`config.mk`:
```
export PLATFORM = sky130hd
export DESIGN_NAME = aging_priority_queue
export DESIGN_NICKNAME = d
export VERILOG_FILES = /design/src/apq_pkg.sv /design/src/apq_ram.sv /design/src/apq_ctrl.sv /design/src/aging_priority_queue.sv
export SDC_FILE = /design/constraint.sdc
export NUM_CORES = 1
export LEC_CHECK = 0
export ABC_AREA = 1
export ABC_CLOCK_PERIOD_IN_PS = 4600
export BUFFER_PORTS_ARGS = -buffer_cell sky130_fd_sc_hd__buf_2
export CORE_MARGIN = 10
export CORE_UTILIZATION = 55
export CTS_CLUSTER_DIAMETER = 100
export CTS_CLUSTER_SIZE = 40
export DETAILED_ROUTE_END_ITERATION = 10
export PLACE_DENSITY = 0.75
export SLEW_MARGIN = 20
export SYNTH_ARGS = -nofsm -noshare
export SYNTH_HDL_FRONTEND = slang
export SYNTH_SLANG_ARGS = --single-unit
```
`constraint.sdc`:
```
create_clock -name clk -period 4.6 [get_ports clk]
set_input_delay 0.23 -clock clk [delete_from_list [all_inputs] [get_ports clk]]
set_output_delay 0.23 -clock clk [all_outputs]
set_load 0.01 [all_outputs]
```
`src/apq_pkg.sv`:
```
// Shared types and codes for the aging priority queue.
`timescale 1ns / 1ps

package apq_pkg;

    localparam int ID_W   = 8;
    localparam int PRIO_W = 4;
    localparam int FILL_W = 5;

    localparam logic [1:0] MODE_INSERT   = 2'd0;
    localparam logic [1:0] MODE_RETRIEVE = 2'd1;
    localparam logic [1:0] MODE_CLOSE    = 2'd2;

    localparam logic [1:0] ST_OK     = 2'd0;
    localparam logic [1:0] ST_FULL   = 2'd1;
    localparam logic [1:0] ST_EMPTY  = 2'd2;
    localparam logic [1:0] ST_CLOSED = 2'd3;

    localparam logic [PRIO_W-1:0] PRIO_FLOOR = 4'd1;

    typedef struct packed {
        logic [1:0]        mode;
        logic [ID_W-1:0]   req_id;
        logic [PRIO_W-1:0] req_priority;
    } req_t;

    typedef struct packed {
        logic [1:0]        status;
        logic [ID_W-1:0]   out_id;
        logic [FILL_W-1:0] fill_count;
        logic              closed_flag;
    } rsp_t;

    typedef struct packed {
        logic [ID_W-1:0]   id;
        logic [PRIO_W-1:0] prio;
    } entry_t;

endpackage

```
`src/apq_ram.sv`:
```
// Generic single-write, single-read RAM with registered read data.
`timescale 1ns / 1ps

module apq_ram #(
    parameter int WIDTH = 12,
    parameter int DEPTH = 16
) (
    input  logic                     clk,
    input  logic                     we,
    input  logic [$clog2(DEPTH)-1:0] waddr,
    input  logic [WIDTH-1:0]         wdata,
    input  logic [$clog2(DEPTH)-1:0] raddr,
    output logic [WIDTH-1:0]         rdata
);

    logic [WIDTH-1:0] mem [DEPTH];
    logic [WIDTH-1:0] rdata_reg;

    always_ff @(posedge clk)
    begin
        if (we)
        begin
            mem[waddr] <= wdata;
        end
        rdata_reg <= mem[raddr];
    end

    assign rdata = rdata_reg;

endmodule

```
`src/apq_ctrl.sv`:
```
// Sequencer that walks the entry store for insert, retrieve and ageing.
`timescale 1ns / 1ps

module apq_ctrl #(
    parameter int DEPTH = 16
) (
    input  logic                     clk,
    input  logic                     rst_n,
    input  logic                     req_valid,
    input  apq_pkg::req_t            req,
    output logic                     busy,
    output logic                     res_valid,
    output apq_pkg::rsp_t            res,
    input  logic                     res_ack,
    output logic                     mem_we,
    output logic [$clog2(DEPTH)-1:0] mem_waddr,
    output apq_pkg::entry_t          mem_wdata,
    output logic [$clog2(DEPTH)-1:0] mem_raddr,
    input  apq_pkg::entry_t          mem_rdata
);

    import apq_pkg::*;

    localparam int PTR_W = $clog2(DEPTH);
    localparam int CNT_W = $clog2(DEPTH + 1);

    localparam logic [2:0] S_IDLE     = 3'd0;
    localparam logic [2:0] S_INS_CMP  = 3'd1;
    localparam logic [2:0] S_INS_PUT  = 3'd2;
    localparam logic [2:0] S_RET_HEAD = 3'd3;
    localparam logic [2:0] S_RET_AGE  = 3'd4;
    localparam logic [2:0] S_DONE     = 3'd5;

    logic [2:0]       state_reg,  state_next;
    logic [PTR_W-1:0] head_reg,   head_next;
    logic [PTR_W-1:0] tail_reg,   tail_next;
    logic [CNT_W-1:0] count_reg,  count_next;
    logic             closed_reg, closed_next;
    logic [PTR_W-1:0] pos_reg,    pos_next;
    logic [CNT_W-1:0] left_reg,   left_next;
    entry_t           item_reg,   item_next;
    logic [1:0]       status_reg, status_next;
    logic [ID_W-1:0]  id_reg,     id_next;

    logic [PTR_W-1:0] prev_pos;
    entry_t           aged;

    function automatic logic [PTR_W-1:0] ptr_inc(input logic [PTR_W-1:0] p);
        return (p == PTR_W'(DEPTH - 1)) ? '0 : p + 1'b1;
    endfunction

    function automatic logic [PTR_W-1:0] ptr_dec(input logic [PTR_W-1:0] p);
        return (p == '0) ? PTR_W'(DEPTH - 1) : p - 1'b1;
    endfunction

    assign prev_pos  = ptr_dec(pos_reg);
    assign aged.id   = mem_rdata.id;
    assign aged.prio = (mem_rdata.prio > PRIO_FLOOR) ? mem_rdata.prio - 1'b1 : mem_rdata.prio;

    always_comb
    begin
        state_next  = state_reg;
        head_next   = head_reg;
        tail_next   = tail_reg;
        count_next  = count_reg;
        closed_next = closed_reg;
        pos_next    = pos_reg;
        left_next   = left_reg;
        item_next   = item_reg;
        status_next = status_reg;
        id_next     = id_reg;
        mem_we      = 1'b0;
        mem_waddr   = pos_reg;
        mem_wdata   = item_reg;
        mem_raddr   = prev_pos;

        unique case (state_reg)
            S_IDLE:
            begin
                if (req_valid)
                begin
                    item_next.id   = req.req_id;
                    item_next.prio = req.req_priority;
                    status_next    = ST_OK;
                    id_next        = '0;
                    state_next     = S_DONE;
                    unique case (req.mode)
                        MODE_INSERT:
                        begin
                            if (closed_reg)
                            begin
                                status_next = ST_CLOSED;
                            end
                            else if (count_reg == CNT_W'(DEPTH))
                            begin
                                status_next = ST_FULL;
                            end
                            else
                            begin
                                pos_next  = tail_reg;
                                mem_raddr = ptr_dec(tail_reg);
                                state_next = (count_reg == '0) ? S_INS_PUT : S_INS_CMP;
                            end
                        end
                        MODE_RETRIEVE:
                        begin
                            if (closed_reg)
                            begin
                                status_next = ST_CLOSED;
                            end
                            else if (count_reg == '0)
                            begin
                                status_next = ST_EMPTY;
                            end
                            else
                            begin
                                mem_raddr  = head_reg;
                                state_next = S_RET_HEAD;
                            end
                        end
                        MODE_CLOSE:
                        begin
                            if (closed_reg)
                            begin
                                status_next = ST_CLOSED;
                            end
                            else
                            begin
                                closed_next = 1'b1;
                            end
                        end
                        default:
                        begin
                            status_next = ST_OK;
                        end
                    endcase
                end
            end
            S_INS_CMP:
            begin
                // rdata holds the entry just ahead of pos
                if (mem_rdata.prio > item_reg.prio)
                begin
                    mem_we    = 1'b1;
                    mem_wdata = mem_rdata;
                    pos_next  = prev_pos;
                    mem_raddr = ptr_dec(prev_pos);
                    if (prev_pos == head_reg)
                    begin
                        state_next = S_INS_PUT;
                    end
                end
                else
                begin
                    mem_we     = 1'b1;
                    tail_next  = ptr_inc(tail_reg);
                    count_next = count_reg + 1'b1;
                    state_next = S_DONE;
                end
            end
            S_INS_PUT:
            begin
                mem_we     = 1'b1;
                tail_next  = ptr_inc(tail_reg);
                count_next = count_reg + 1'b1;
                state_next = S_DONE;
            end
            S_RET_HEAD:
            begin
                id_next    = mem_rdata.id;
                head_next  = ptr_inc(head_reg);
                count_next = count_reg - 1'b1;
                if (count_reg == CNT_W'(1))
                begin
                    state_next = S_DONE;
                end
                else
                begin
                    mem_raddr  = ptr_inc(head_reg);
                    pos_next   = ptr_inc(head_reg);
                    left_next  = count_reg - 1'b1;
                    state_next = S_RET_AGE;
                end
            end
            S_RET_AGE:
            begin
                // write back the aged entry while the next one is read
                mem_we    = 1'b1;
                mem_wdata = aged;
                mem_raddr = ptr_inc(pos_reg);
                if (left_reg == CNT_W'(1))
                begin
                    state_next = S_DONE;
                end
                else
                begin
                    pos_next  = ptr_inc(pos_reg);
                    left_next = left_reg - 1'b1;
                end
            end
            S_DONE:
            begin
                if (res_ack)
                begin
                    state_next = S_IDLE;
                end
            end
            default:
            begin
                state_next = S_IDLE;
            end
        endcase
    end

    always_ff @(posedge clk or negedge rst_n)
    begin
        if (!rst_n)
        begin
            state_reg  <= S_IDLE;
            head_reg   <= '0;
            tail_reg   <= '0;
            count_reg  <= '0;
            closed_reg <= 1'b0;
        end
        else
        begin
            state_reg  <= state_next;
            head_reg   <= head_next;
            tail_reg   <= tail_next;
            count_reg  <= count_next;
            closed_reg <= closed_next;
        end
    end

    always_ff @(posedge clk)
    begin
        pos_reg    <= pos_next;
        left_reg   <= left_next;
        item_reg   <= item_next;
        status_reg <= status_next;
        id_reg     <= id_next;
    end

    assign busy      = (state_reg != S_IDLE);
    assign res_valid = (state_reg == S_DONE);

    always_comb
    begin
        res.status      = status_reg;
        res.out_id      = id_reg;
        res.fill_count  = FILL_W'(count_reg);
        res.closed_flag = closed_reg;
    end

endmodule

```
`src/aging_priority_queue.sv`:
```
// Aging priority queue: one item in work at a time, walked through a single entry RAM.
// A close, a reject or an unused mode goes straight to the result beat; an insert moves
// each entry of greater priority value one place toward the tail, then writes the new
// item, and a retrieve reads the head, then ages every remaining entry in turn.
// The next item is taken the cycle after its result registers; while the output beat
// stalls, the result waits. Reset clears head, tail, count and the closed flag;
// the entry RAM is not cleared.
`timescale 1ns / 1ps

module aging_priority_queue #(
    parameter int DEPTH = 16
) (
    input  logic          clk,
    input  logic          rst_n,
    input  logic          req_valid,
    output logic          req_stall,
    input  apq_pkg::req_t req,
    output logic          rsp_valid,
    input  logic          rsp_stall,
    output apq_pkg::rsp_t rsp
);

    import apq_pkg::*;

    localparam int PTR_W = $clog2(DEPTH);

    logic             busy;
    logic             res_valid;
    rsp_t             res;
    logic             res_ack;
    logic             mem_we;
    logic [PTR_W-1:0] mem_waddr;
    entry_t           mem_wdata;
    logic [PTR_W-1:0] mem_raddr;
    entry_t           mem_rdata;

    logic rsp_valid_reg, rsp_valid_next;
    rsp_t rsp_reg;

    apq_ctrl #(
        .DEPTH(DEPTH)
    ) u_ctrl (
        .clk       (clk),
        .rst_n     (rst_n),
        .req_valid (req_valid),
        .req       (req),
        .busy      (busy),
        .res_valid (res_valid),
        .res       (res),
        .res_ack   (res_ack),
        .mem_we    (mem_we),
        .mem_waddr (mem_waddr),
        .mem_wdata (mem_wdata),
        .mem_raddr (mem_raddr),
        .mem_rdata (mem_rdata)
    );

    apq_ram #(
        .WIDTH($bits(entry_t)),
        .DEPTH(DEPTH)
    ) u_ram (
        .clk   (clk),
        .we    (mem_we),
        .waddr (mem_waddr),
        .wdata (mem_wdata),
        .raddr (mem_raddr),
        .rdata (mem_rdata)
    );

    // output register frees when empty or when its beat is taken
    assign res_ack = !rsp_valid_reg || !rsp_stall;

    always_comb
    begin
        rsp_valid_next = rsp_valid_reg && rsp_stall;
        if (res_valid && res_ack)
        begin
            rsp_valid_next = 1'b1;
        end
    end

    always_ff @(posedge clk or negedge rst_n)
    begin
        if (!rst_n)
        begin
            rsp_valid_reg <= 1'b0;
        end
        else
        begin
            rsp_valid_reg <= rsp_valid_next;
        end
    end

    always_ff @(posedge clk)
    begin
        if (res_valid && res_ack)
        begin
            rsp_reg <= res;
        end
    end

    assign req_stall = busy;
    assign rsp_valid = rsp_valid_reg;
    assign rsp       = rsp_reg;

endmodule

```
==> flow_metrics.py, run 1 <==
metrics = {
    "clock_network": {
        "cts_tree": "done",
        "path_clk_slew_ns": 0.14,
        "post_cts_buffers": 0,
        "clkSinkCount": 269,
        "cts_made_buffers": 11,
        "clock-root-buffer": "clkbuf_16",
        "cts_buffer_depth": 3,
        "htreeDepth": 1,
        "cts_resized": 0,
        "insertion_delay_ns": 0.50,
    },
    "place": {
        "dp.cells": 1651,
        "post-place-ws_ns": 1.032,
        "dp_hpwl_mm": 18.70,
        "port_buffers": 35,
        "place.gp.congestion": 0.8897,
    },
    "critical_path": {
        "worstPathRequired_ns": 5.01,
        "crit_type": "flop to flop",
        "cp-start-kind": "flop",
        "reg2regPathDepth": 13,
        "cpLargestDelayFamily": "simple AND/OR/NAND/NOR gates",
        "crit_chain": "inv_1 > ha_1 > a21oi_1 > nand2_1 > nand3_1 > nor2_2 > nor2_4 > buf_4 > nand4_1 > nand3_1 > nand3_1 > nand3_1 > nand2_1",
        "rrSetupSlack_ns": 1.29,
        "cp_max_fo": 96,
        "end_kind": "flop",
        "r2r_end": "u_ram.rdata[7]$_DFF_P_",
        "reg2reg_from": "u_ctrl.item_reg[3]$_DFFE_PP_",
        "critPathBufInv": 2,
        "cp.depth": 13,
        "critPathArrivalTime_ns": 3.72,
        "cpMaxStageDelayCell": "buf_4",
        "timing.critical_path.mode_cell": "nand3_1",
        "critPathMaxStageDelay_ns": 0.78,
    },
    "global_route": {
        "grt_pass1_vias": 9032,
        "grt_max_degree": 97,
        "grt_overflow": 0,
        "gr-usage-all-layers": 0.1982,
        "antenna_found_initial": 0,
        "grt_pass1_wl_mm": 48.52,
    },
    "yosys": {
        "ys_ff_latch": 269,
        "synthDistinctLibCells": 35,
        "yosysTopAreaCell": "edfxtp_1",
        "synth_area_mm2": 0.01297,
        "synthFlopType": "edfxtp_1",
        "yosys_warnings": 0,
        "synth_area_leaders": "edfxtp_1 (55%), inv_1 (8.0%), nand3_1 (8.0%), nand2_1 (7.2%), nand4_1 (4.9%)",
        "synth_edf_count": 239,
        "synth_nets": 1381,
        "syn_inst": 1343,
        "yosysTopAreaCellShare": 0.5532,
        "syn_area_per_cell_um2": 9.660,
        "synth-seq-area-share": 0.6064,
        "ys_async_sr_fraction": 0.06691,
    },
    "final_layout": {
        "drive_gt1_frac": 0.07263,
        "fin_cells": 1682,
        "multi_input_area_mm2": 0.003737,
        "area_growth_pct": 7.165,
        "diodes": 0,
        "largest_register_ffs": 192,
        "nNetsFinal": 1398,
        "seq_area_mm2": 0.007868,
        "fill_cells": 1915,
    },
    "hold_path": {
        "min-delay-start": "req[12]",
        "min_to": "u_ctrl.closed_reg$_DFFE_PN0P_",
        "hold_depth": 4,
        "worstHoldPathType": "primary input to flop",
    },
    "sta": {
        "slew_headroom": 0.2405,
        "rsz0062_at_grt": "no",
        "finClkSkew_ns": 0.03625,
        "hold_viol": 0,
        "setup_viol": 0,
        "drv_slew": 0,
        "setup_tns_ns": 0,
        "fin_ws_ns": 1.286,
        "period_minus_slack_ns": 3.314,
        "post-route-period-util": 0.7204,
        "max_freq_mhz": 301.8,
        "worst_slew_pin_slew_ns": 1.139,
    },
    "drt": {
        "drtIter0Drc": 1229,
        "antenna_left": 0,
        "drtPass1Iterations": 6,
        "wl_per_cell_um": 18.52,
        "wirelength_mm": 31.16,
        "vias": 9582,
        "viasPerCell": 5.697,
        "drc": 0,
    },
    "die": {
        "start_util": 0.5560,
        "die_width_um": 173.6,
        "dieArea_mm2": 0.03013,
        "core_area_mm2": 0.02333,
        "fp.dieH_um": 173.6,
        "num_rows": 56,
        "io-pin-count": 36,
    },
    "status": {
        "status": "completed",
    },
    "flow_run": {
        "cap_violations": 0,
    },
}
## through the flow
| step | instance area, um2 | util | hold slack, ns |
|---|---|---|---|
| floorplan | 12970 | - | -0.06559 |
| global placement | 13370 | 0.5730 | 0.1858 |
| detailed placement | 13370 | 0.5730 | 0.1881 |
| CTS | 13850 | 0.5937 | 0.05414 |
| global route | 13900 | 0.5959 | 0.1047 |
| finish | 13900 | 0.5959 | 0.06369 |
## metal layers
| layer | GRT usage | vias to the layer above | part of all wire | wire, um |
|---|---|---|---|---|
| li1 | - | 4503 | - | - |
| met1 | 0.2609 | 4572 | 0.40 | 12490 |
| met2 | 0.3383 | 451 | 0.50 | 15580 |
| met3 | 0.01982 | 56 | 0.075 | 2337 |
| met4 | 0.06448 | 0 | 0.024 | 752 |
| met5 | 0 | - | 0 | 0 |
## tightest hold or removal path, delay by kind of cell
kind	cells	cell delay, ns
AND/OR/NAND/NOR	3	0.19
buffers and inverters	1	0.12
## cell usage after synthesis (4+ instances only)
cell type and instances:
xor2_1 12, buf_4 5, buf_1 9, o211ai_1 5, ha_1 20, nor2_2 5
nor2_4 4, edfxtp_1 239, buf_6 5, nand4_1 102, nand3_1 207, inv_1 277
nand2_1 249, nand2_2 4, inv_2 9, nor3_1 7, dfrtp_1 18, a21oi_1 13
o21ai_0 39, dfxtp_1 12, clkbuf_1 15, buf_2 30, nor2_1 35
## worst max path at each step
stage | startpoint | endpoint | slack (ns)
global route | u_ctrl.mem_waddr[0]$_DFFE_PP_ | u_ram.rdata[7]$_DFF_P_ | 1.08
global placement | u_ctrl.mem_waddr[0]$_DFFE_PP_ | u_ram.rdata[7]$_DFF_P_ | 1.13
floorplan | u_ctrl.state_reg[2]$_DFFE_PN0P_ | u_ram.mem[0][10]$_DFFE_PP_ | 2.04
CTS | u_ctrl.mem_waddr[0]$_DFFE_PP_ | u_ram.rdata[2]$_DFF_P_ | 0.98
detailed placement | u_ctrl.mem_waddr[0]$_DFFE_PP_ | u_ram.rdata[7]$_DFF_P_ | 1.03
finish | u_ctrl.item_reg[3]$_DFFE_PP_ | u_ram.rdata[7]$_DFF_P_ | 1.29
## layout make-up
| cell class | count | share of cell area |
|---|---|---|
| Sequential cell | 269 | 0.5659 |
| Multi-Input combinational cell | 723 | 0.2688 |
| Inverter | 287 | 0.07748 |
| Timing Repair Buffer | 68 | 0.03438 |
| Tap cell | 319 | 0.02871 |
| Clock buffer | 13 | 0.02034 |
| Clock inverter | 3 | 0.004410 |
## cell usage in the layout (no fill, tap or decap), types with 9 or more instances in the layout
| cell | instances |
|---|---|
| a21oi_1 | 13 |
| buf_2 | 35 |
| clkbuf_16 | 11 |
| nand2_1 | 246 |
| ha_1 | 20 |
| inv_1 | 277 |
| o21ai_0 | 39 |
| inv_2 | 9 |
| nand3_1 | 207 |
| nand4_1 | 102 |
| buf_4 | 18 |
| dfrtp_1 | 18 |
| dfxtp_1 | 12 |
| edfxtp_1 | 239 |
| xor2_1 | 12 |
| nor2_1 | 35 |
| dlygate4sd3_1 | 14 |
## what timing repair did
item,in CTS,in global routing
hold buffers,14,0
endpoints found under the setup margin,0,0
hold endpoints to repair,31,0
## logic make-up (layout without fill, tap and decap cells)
family,after synthesis,after routing,synth area share
and+or+nand+nor,620,620,0.2263
buffers and inverters,351,371,0.1088
DFF,269,269,0.6064
AOI/OAI and AO/OA,68,68,0.02913
adders and majority gates,20,20,0.01929
xor gates and xnor gates,15,15,0.01013
Power of run 1 is not shown: default switching activity piles up to over one toggle a cycle in this logic, so the estimate is an artifact.
==> run 2, diff against run 1 <==
--- a/config.mk
+++ b/config.mk
@@ -6,7 +6,7 @@
 export NUM_CORES = 1
 export LEC_CHECK = 0
 export ABC_AREA = 1
-export ABC_CLOCK_PERIOD_IN_PS = 4600
+export ABC_CLOCK_PERIOD_IN_PS = 3400
 export BUFFER_PORTS_ARGS = -buffer_cell sky130_fd_sc_hd__buf_2
 export CORE_MARGIN = 10
 export CORE_UTILIZATION = 55
==> constraint.sdc (replaced) <==
create_clock -name clk -period 3.4 [get_ports clk]
set_input_delay 0.17 -clock clk [delete_from_list [all_inputs] [get_ports clk]]
set_output_delay 0.17 -clock clk [all_outputs]
set_load 0.01 [all_outputs]
==> flow_metrics.py, run 2 (synthesis results as in run 1) <==
metrics = {
    "drt": {
        "vias": 9686,
        "drtIter0Drc": 1088,
        "drc": 0,
        "drtPass1Iterations": 6,
        "wirelength_mm": 31.48,
        "antenna_left": 0,
        "viasPerCell": 5.714,
        "wl_per_cell_um": 18.57,
    },
    "die": {
        "num_rows": 56,
        "die_width_um": 173.6,
        "start_util": 0.5560,
        "core_area_mm2": 0.02333,
        "fp.dieH_um": 173.6,
        "io-pin-count": 36,
        "dieArea_mm2": 0.03013,
    },
    "sta": {
        "hold_viol": 0,
        "whs_ns": 0.05387,
        "setup_viol": 0,
        "post-route-period-util": 0.8647,
        "finClkSkew_ns": 0.03566,
        "setup_tns_ns": 0,
        "drv_slew": 0,
        "rsz0062_at_grt": "no",
        "period_minus_slack_ns": 2.940,
        "max_freq_mhz": 340.2,
        "worst_slew_pin_slew_ns": 0.7843,
        "slew_headroom": 0.4765,
    },
    "final_layout": {
        "final_cell_mix": "inv_1 (277), nand2_1 (246), edfxtp_1 (239)",
        "final_common_cell": "inv_1",
        "largest_register_ffs": 192,
        "diodes": 0,
        "drive_gt1_frac": 0.07994,
        "area_growth_pct": 8.381,
        "nNetsFinal": 1412,
    },
    "global_route": {
        "grt_max_degree": 97,
        "gr-usage-all-layers": 0.2034,
        "grt_pass1_wl_mm": 49.82,
        "antenna_found_initial": 0,
        "grt_overflow": 0,
        "grt_pass1_vias": 9353,
    },
    "critical_path": {
        "cp-start-kind": "flop",
        "crit_type": "flop to flop",
        "end_kind": "flop",
        "worstPathRequired_ns": 3.87,
        "cp_max_fo": 34,
        "critPathArrivalTime_ns": 3.41,
    },
    "clock_network": {
        "htreeDepth": 1,
        "post_cts_buffers": 0,
        "insertion_delay_ns": 0.51,
        "clkSinkCount": 269,
        "cts_buffer_depth": 3,
        "cts_made_buffers": 11,
        "clock-root-buffer": "clkbuf_16",
        "path_clk_slew_ns": 0.14,
        "cts_tree": "done",
    },
    "hold_path": {
        "worstHoldPathType": "primary input to flop",
    },
    "flow_run": {
        "cap_violations": 0,
    },
    "place": {
        "port_buffers": 35,
        "place.gp.congestion": 0.9599,
        "dp_hpwl_mm": 19.53,
    },
    "status": {
        "status": "completed",
    },
}
==> run 2: final cells by class <==
cell class / count / area [um2]
repair buffers: 82 / 643.1
clock inverters: 2 / 60.06
inverters: 287 / 1077
fillers: 1881 / 9271
well taps: 319 / 399.1
flip-flops and latches: 269 / 7868
clock buffers: 13 / 292.8
multi-input cells: 723 / 3721
==> run 2: layer usage <==
| metal | track usage | part of all wire |
|---|---|---|
| met1 | 0.2654 | 0.40 |
| met2 | 0.3432 | 0.49 |
| met3 | 0.02047 | 0.072 |
| met4 | 0.08051 | 0.039 |
| met5 | 0 | 0 |
==> run 2: worst paths after layout <==
check | startpoint | to | slack [ns] | cells past startpoint
min in group asynchronous | rst_n | u_ctrl.closed_reg$_DFFE_PN0P_ | 0.11 | 2
max in group asynchronous | rst_n | u_ctrl.tail_reg[2]$_DFFE_PN0P_ | 2.95 | 2
min | req_valid | u_ctrl.closed_reg$_DFFE_PN0P_ | 0.05 | 5
max | u_ctrl.count_reg[0]$_DFFE_PN0P_ | u_ram.rdata[2]$_DFF_P_ | 0.46 | 16
max reg2reg | u_ctrl.count_reg[0]$_DFFE_PN0P_ | u_ram.rdata[2]$_DFF_P_ | 0.46 | 16
min reg2reg | u_ctrl.id_reg[1]$_SDFFCE_PN0P_ | rsp[7]$_DFFE_PP_ | 0.43 | 0
==> run 2: critical path: stages (launching register included) <==
cell	delay, ns
dfrtp_1	0.55
inv_1	0.14
ha_1	0.25
nand3_1	0.20
nand2_1	0.13
nand2_1	0.10
nand2_1	0.08
nand2_1	0.06
nand2_1	0.08
nand2_4	0.10
nand3_4	0.37
buf_4	0.38
nand2_1	0.11
nand3_1	0.09
nand3_1	0.09
nand3_1	0.08
nand2_1	0.08
==> run 2: repair_timing <==
item	4_1_cts	5_1_grt
endpoints found under the setup margin	0	0
resized for setup	0	0
endpoints found under the hold margin	32	0
hold buffers	16	0
==> run 2: through the flow <==
step                      utilization  worst slack, ns  instances  cell area (um2)
final                          0.6026           0.4601       1695            14060
after global routing           0.6026           0.2505       1695            14060
after CTS                      0.6024           0.5481       1695            14050
after detailed placement       0.5804           0.5847       1664            13540
after global placement         0.5801           0.6198       1663            13530
after floorplan                     -           0.8404       1343            12970
Power of run 2 is left out for the same reason.
==> run 3, diff against run 2 <==
--- a/config.mk
+++ b/config.mk
@@ -13,7 +13,7 @@
 export CTS_CLUSTER_DIAMETER = 100
 export CTS_CLUSTER_SIZE = 40
 export DETAILED_ROUTE_END_ITERATION = 10
-export PLACE_DENSITY = 0.75
+export PLACE_DENSITY = 0.83
 export SLEW_MARGIN = 20
 export SYNTH_ARGS = -nofsm -noshare
 export SYNTH_HDL_FRONTEND = slang
==> flow_metrics.py, run 3 (synthesis results as in run 1) <==
metrics = {
    "sta": {
        "slew_headroom": 0.4814,
        "worst_slew_pin_slew_ns": 0.7779,
        "setup_tns_ns": 0,
        "finClkSkew_ns": 0.03476,
        "hold_viol": 0,
        "setup_viol": 0,
        "max_freq_mhz": 318.9,
        "whs_ns": 0.04201,
        "post-route-period-util": 0.9224,
        "drv_slew": 0,
        "rsz0062_at_grt": "no",
        "period_minus_slack_ns": 3.136,
    },
    "hold_path": {
        "worstHoldPathType": "primary input to flop",
    },
    "critical_path": {
        "worstPathRequired_ns": 3.84,
        "cp_max_fo": 32,
        "crit_type": "flop to flop",
        "cp-start-kind": "flop",
        "end_kind": "flop",
        "critPathArrivalTime_ns": 3.58,
    },
    "global_route": {
        "gr-usage-all-layers": 0.2016,
        "antenna_found_initial": 0,
        "grt_max_degree": 97,
        "grt_overflow": 0,
        "grt_pass1_vias": 9524,
        "grt_pass1_wl_mm": 50.03,
    },
    "clock_network": {
        "cts_made_buffers": 11,
        "cts_resized": 0,
        "clock-root-buffer": "clkbuf_16",
        "path_clk_slew_ns": 0.13,
        "clkSinkCount": 269,
        "htreeDepth": 1,
        "cts_buffer_depth": 3,
        "insertion_delay_ns": 0.50,
        "cts_tree": "done",
    },
    "drt": {
        "antenna_left": 0,
        "drtPass1Iterations": 6,
        "drtIter0Drc": 1498,
        "drc": 0,
        "wirelength_mm": 31.31,
        "viasPerCell": 5.753,
        "wl_per_cell_um": 18.47,
        "vias": 9751,
    },
    "die": {
        "dieArea_mm2": 0.03013,
        "die_width_um": 173.6,
        "core_area_mm2": 0.02333,
        "num_rows": 56,
        "fp.dieH_um": 173.6,
        "start_util": 0.5560,
        "io-pin-count": 36,
    },
    "final_layout": {
        "drive_gt1_frac": 0.08067,
        "final_cell_mix": "inv_1 (277), nand2_1 (246), edfxtp_1 (239)",
        "nNetsFinal": 1410,
        "fill_cells": 1850,
        "final_common_cell": "inv_1",
        "largest_register_ffs": 192,
        "finalCoreUtilization": 0.6024,
        "area_growth_pct": 8.342,
        "diodes": 0,
    },
    "place": {
        "dp_hpwl_mm": 20.05,
        "place.gp.congestion": 0.9069,
        "port_buffers": 35,
    },
    "flow_run": {
        "cap_violations": 0,
    },
    "status": {
        "status": "completed",
    },
}
## run 3: per-stage QoR
| stage | worst slack, ns | instances | cell area (um2) |
|---|---|---|---|
| global placement | 0.5041 | 1663 | 13530 |
| floorplan | 0.8404 | 1343 | 12970 |
| finish | 0.2639 | 1695 | 14060 |
| detailed placement | 0.4552 | 1663 | 13540 |
| CTS | 0.4053 | 1695 | 14050 |
| global route | 0.07717 | 1695 | 14060 |
## run 3: worst paths after layout
check,startpoint,to,slack [ns],cells after the start
min in group asynchronous,rst_n,u_ctrl.closed_reg$_DFFE_PN0P_,0.19,2
min reg2reg,u_ctrl.id_reg[3]$_SDFFCE_PN0P_,rsp[9]$_DFFE_PP_,0.43,0
max reg2reg,u_ram.rdata[3]$_DFF_P_,u_ram.rdata[9]$_DFF_P_,0.26,13
max in group asynchronous,rst_n,u_ctrl.head_reg[1]$_DFFE_PN0P_,2.88,2
min,req[13],u_ctrl.closed_reg$_DFFE_PN0P_,0.04,5
max,u_ram.rdata[3]$_DFF_P_,u_ram.rdata[9]$_DFF_P_,0.26,13
## run 3: what timing repair did
action,4_1_cts,5_1_grt
endpoints found under the hold margin,32,0
setup buffers,0,0
hold buffers,15,0
## run 3: area by class of cell
class	instances	area [um2]	area share
Sequential cell	269	7868	0.5597
Multi-Input combinational cell	723	3727	0.2652
Inverter	287	1077	0.07664
Timing Repair Buffer	80	625.6	0.04451
Tap cell	319	399.1	0.02840
Clock buffer	14	296.5	0.02110
Clock inverter	3	62.56	0.004451
## run 3: worst max-delay path, stage by stage, from the launching register on
cell and delay (ns):
dfxtp_1 0.54, ha_1 0.31, a21oi_1 0.23, nand2_1 0.10
nand3_1 0.33, nor2_2 0.09, nor2_4 0.17, nand3_4 0.40
buf_4 0.39, nand2_1 0.08, nand3_1 0.06, nand3_1 0.15
nand3_1 0.13, nand2_1 0.09
## run 3: layer usage
| metal | share of wire | global-route usage | routed length [um] |
|---|---|---|---|
| met5 | 0 | 0 | 0 |
| met4 | 0.037 | 0.07695 | 1164 |
| met3 | 0.077 | 0.02483 | 2422 |
| met2 | 0.50 | 0.3500 | 15710 |
| met1 | 0.38 | 0.2527 | 12010 |
Power of run 3 is left out for the same reason.
